==> src/sv/chte_ram.sv <==
// Generic single-port-write, single-port-read RAM with a registered read.
// No dependencies.
module chte_ram #(
    parameter int WIDTH = 8,
    parameter int DEPTH = 16
) (
    input  logic                     i_clk,
    input  logic                     i_we,
    input  logic [$clog2(DEPTH)-1:0] i_waddr,
    input  logic [WIDTH-1:0]         i_wdata,
    input  logic [$clog2(DEPTH)-1:0] i_raddr,
    output logic [WIDTH-1:0]         o_rdata
);

    logic [WIDTH-1:0] r_mem [DEPTH];
    logic [WIDTH-1:0] r_rdata;

    // Write port and registered read port.
    always_ff @(posedge i_clk) begin
        if (i_we) begin
            r_mem[i_waddr] <= i_wdata;
        end
        r_rdata <= r_mem[i_raddr];
    end

    assign o_rdata = r_rdata;

endmodule

==> config.mk <==
export PLATFORM = sky130hd
export DESIGN_NAME = chte_ram
export DESIGN_NICKNAME = d
export VERILOG_FILES = /design/src/sv/chte_ram.sv
export SDC_FILE = /design/constraint.sdc
export NUM_CORES = 1
export LEC_CHECK = 0
export BUFFER_PORTS_ARGS = -buffer_cell sky130_fd_sc_hd__buf_2
export CAP_MARGIN = 10
export CORE_MARGIN = 2
export CORE_UTILIZATION = 30
export CTS_CLUSTER_SIZE = 20
export DETAILED_ROUTE_END_ITERATION = 16
export PLACE_DENSITY = 0.45
export SLEW_MARGIN = 20
export SYNTH_ARGS = -nofsm -noshare
export SYNTH_HDL_FRONTEND = slang
export SYNTH_SLANG_ARGS = --single-unit
==> constraint.sdc <==
create_clock -name i_clk -period 2.8 [get_ports i_clk]
set_clock_uncertainty 0.05 [all_clocks]
set_input_delay 0.28 -clock i_clk [delete_from_list [all_inputs] [get_ports i_clk]]
set_output_delay 0.28 -clock i_clk [all_outputs]
set_load 0.03 [all_outputs]
======== After elaboration in Yosys (flattened, before gate mapping) ========
Memory sizes are Yosys's and may differ from the RTL's. A register that Yosys moved wholly into a read port is not among the register bits.
Cells that the tools add are included.
storage, ports and cells
  memories ................................ 1
  memory bits (writable) .................. 128
  bits in registers ....................... 0
  word-level logic and storage cells ...... 3
  output and inout bits ................... 8
memories
  memory  depth  bits a word  read ports  clocked after Yosys merged registers in  wr ports  line  RTL
  r_mem   16     8            1           1                                        1         15    logic [WIDTH-1:0] r_mem [DEPTH];
cells by class
  muxes and demuxes ....................... 2
operator list
  cell     count
  $mux W1  2

======== Logic depth before layout (Yosys ltp) ========
  depth after elaboration ................. 2
  mapped depth ............................ 5

======== Worst setup path after synthesis ========
Ideal clock, no wire load.
  kind .................................... input to register
  start point ............................. input port i_waddr[2]
  end point ............................... memory r_mem[0][0], enable pin
  stages .................................. 2
  data required time ...................... 2.367 ns
  buffers on the path ..................... 0
  path slack .............................. 0.977 ns
  arrival time ............................ 1.390 ns
  library setup time ...................... 0.383 ns
  cell sequence ........................... or3b_2 nor3_1
RTL lines
  element             line  RTL
  start: declaration  9     input logic [$clog2(DEPTH)-1:0] i_waddr,
  end: declaration    15
Straight into the memory's write port.

==> qor.yml <==
logic_synthesis:
  synth_nets: 247
  syn_inst: 229
  postSynthAreaPerCell_um2: 22.48
  synth_warnings: 0
  synthDistinctLibCells: 19
  synth_area_um2: 5147
  seq_area_frac_synth: 0.7778
  ys_ff_latch: 136
timing:
  fin_crit_sh: 0.6148
  setup_tns_ns: 0
  final_max_slew_viol_count: 0
  tightest_slew_ns: 0.8665
  fmax_ghz: 0.5809
  whs_ns: 0.2007
  finalCriticalPeriod_ns: 1.721
  setup_violations: 0
  slew_headroom: 0.4202
  final.setup.worst_slack_ns: 1.079
  rsz0062_at_grt: "no"
  hold_viol: 0
drt:
  antenna_left: 0
  drt_first_pass_iters: 5
  first_iter_violations: 158
  wl_per_cell_um: 21.05
  via_per_inst: 4.649
  finalWirelength_mm: 10.74
  drcViolationCount: 0
  num_vias: 2371
critical_path:
  endpoint_kind: "flip-flop"
  crit_arrival_ns: 1.96
  path_max_fanout: 18
  crit_type: "input port to flip-flop"
  r2r_cells: 3
  critPathRequiredTime_ns: 3.04
  startpoint_type: "input port"
clock_tree:
  clk_pin_slew_ns: 0.05
  clk_path_buf_depth: 2
  cts_tree: "built"
  htree_levels: 4
  cts_sinks: 136
  cts_resized: 0
  cts_buffers: 17
  postCtsHoldBufs: 0
  postCtsSetupBuffers: 0
  clock-root-buffer: "clkbuf_16"
  clk_latency_ns: 0.40
place:
  port_buffers: 25
  hpwlAfterDp_mm: 6.811
  preCtsSetupSlack_ns: 0.5949
  gp_congestion: 0.6846
min_path:
  whs_path_depth: 1
  min_path_type: "input port to flip-flop"
global_routing:
  grt_max_degree: 19
  grt_pass1_wl_mm: 16.42
  grt_pass1_vias: 2538
  grt_overflow: 0
  grt_usage: 0.1302
  antenna_found_initial: 0
floorplanning:
  start_util: 0.3082
  core_um2: 16700
  die-area_um2: 18220
  die-height_um: 135.0
  die_x_um: 135.0
  num_rows: 47
  ios: 26
cells_and_area:
  final_cell_mix: "128 x edfxtp_1, 25 x buf_2, 18 x mux4_2"
  fin_nets: 297
  area_delta_synth_final_pct: 17.67
  final_core_util: 0.3627
  drive_above_1_share: 0.2690
  num_antenna_cells: 0
  layout_commonest_cell: "edfxtp_1"
pwr:
  power_leakage_nw: 2.010
  ir_drop_mv: 0.4113
  power_density_nw_per_um2: 716.7
status:
  status: "complete, no violations"
run:
  maxCapViolations: 0
[final cells by class]
type | instances | area, um2
tap | 220 | 275.3
clock buffer | 20 | 436.7
fill | 1594 | 10640
sequential | 136 | 4004
multi-input combinational | 83 | 1057
clock inverter | 10 | 38.79
timing repair buffer | 41 | 245.2
[cells in the mapped netlist, drive strengths merged]
cell type	count	area [um2]
mux4	32	773.2
clkdlybuf4s25	3	30.03
dfxtp	8	160.2
buf	7	56.30
edfxtp	128	3844
nor2	13	48.80
or3b	1	8.760
nand2	9	33.78
and2b	1	7.510
and2	1	6.260
nor2b	1	6.260
nand3	1	5.000
a22oi	16	120.1
nand3b	2	15.01
nor3	4	20.02
nand2b	2	12.51
[sequential cells by signal (all words and copies together) (netlist names)]
name	cells
o_rdata	8
r_mem	128
[through the flow]
| step | std cells | power [mW] | cell area, um2 |
|---|---|---|---|
| floorplan | 229 | 2.471 | 5147 |
| global placement | 480 | 2.567 | 5582 |
| detailed placement | 480 | 2.570 | 5582 |
| CTS | 510 | 4.411 | 6057 |
| global route | 510 | 4.519 | 6057 |
| finish | 510 | 4.341 | 6057 |
[layer usage]
layer	track usage	routed length (um)
met5	0	0
met4	0.05382	139
met3	0.03566	358
met2	0.1960	5100
met1	0.1790	5140
[final timing paths]
path                          start               endpoint  slack, ns
max                      i_raddr[0]     o_rdata[4]$_DFF_P_       1.08
min                      i_wdata[2]  r_mem[4][2]$_DFFE_PP_       0.20
max reg2reg   r_mem[1][1]$_DFFE_PP_     o_rdata[1]$_DFF_P_       1.30
min reg2reg  r_mem[12][4]$_DFFE_PP_     o_rdata[4]$_DFF_P_       0.62
[cell families (layout without fill, tap and decap cells)]
family,Yosys count,after routing,synth area share
AO/OA/AOI/OAI,16,16,0.02334
buffers and inverters,10,71,0.01677
AND/OR/NAND/NOR,35,35,0.03184
multiplexers,32,32,0.1502
flip-flops,136,136,0.7778
[power by group]
| part | switching [mW] | internal [mW] |
|---|---|---|
| Combinational | 0.145 | 0.0870 |
| Clock | 0.732 | 1.09 |
| Sequential | 0.0115 | 2.28 |
| Total | 0.889 | 3.45 |
[critical path: stages]
cell	delay, ns
buf_2	0.45
buf_4	0.36
mux4_1	0.58
a22oi_1	0.20
nand2_1	0.07
(Power assumes the default switching activity.)
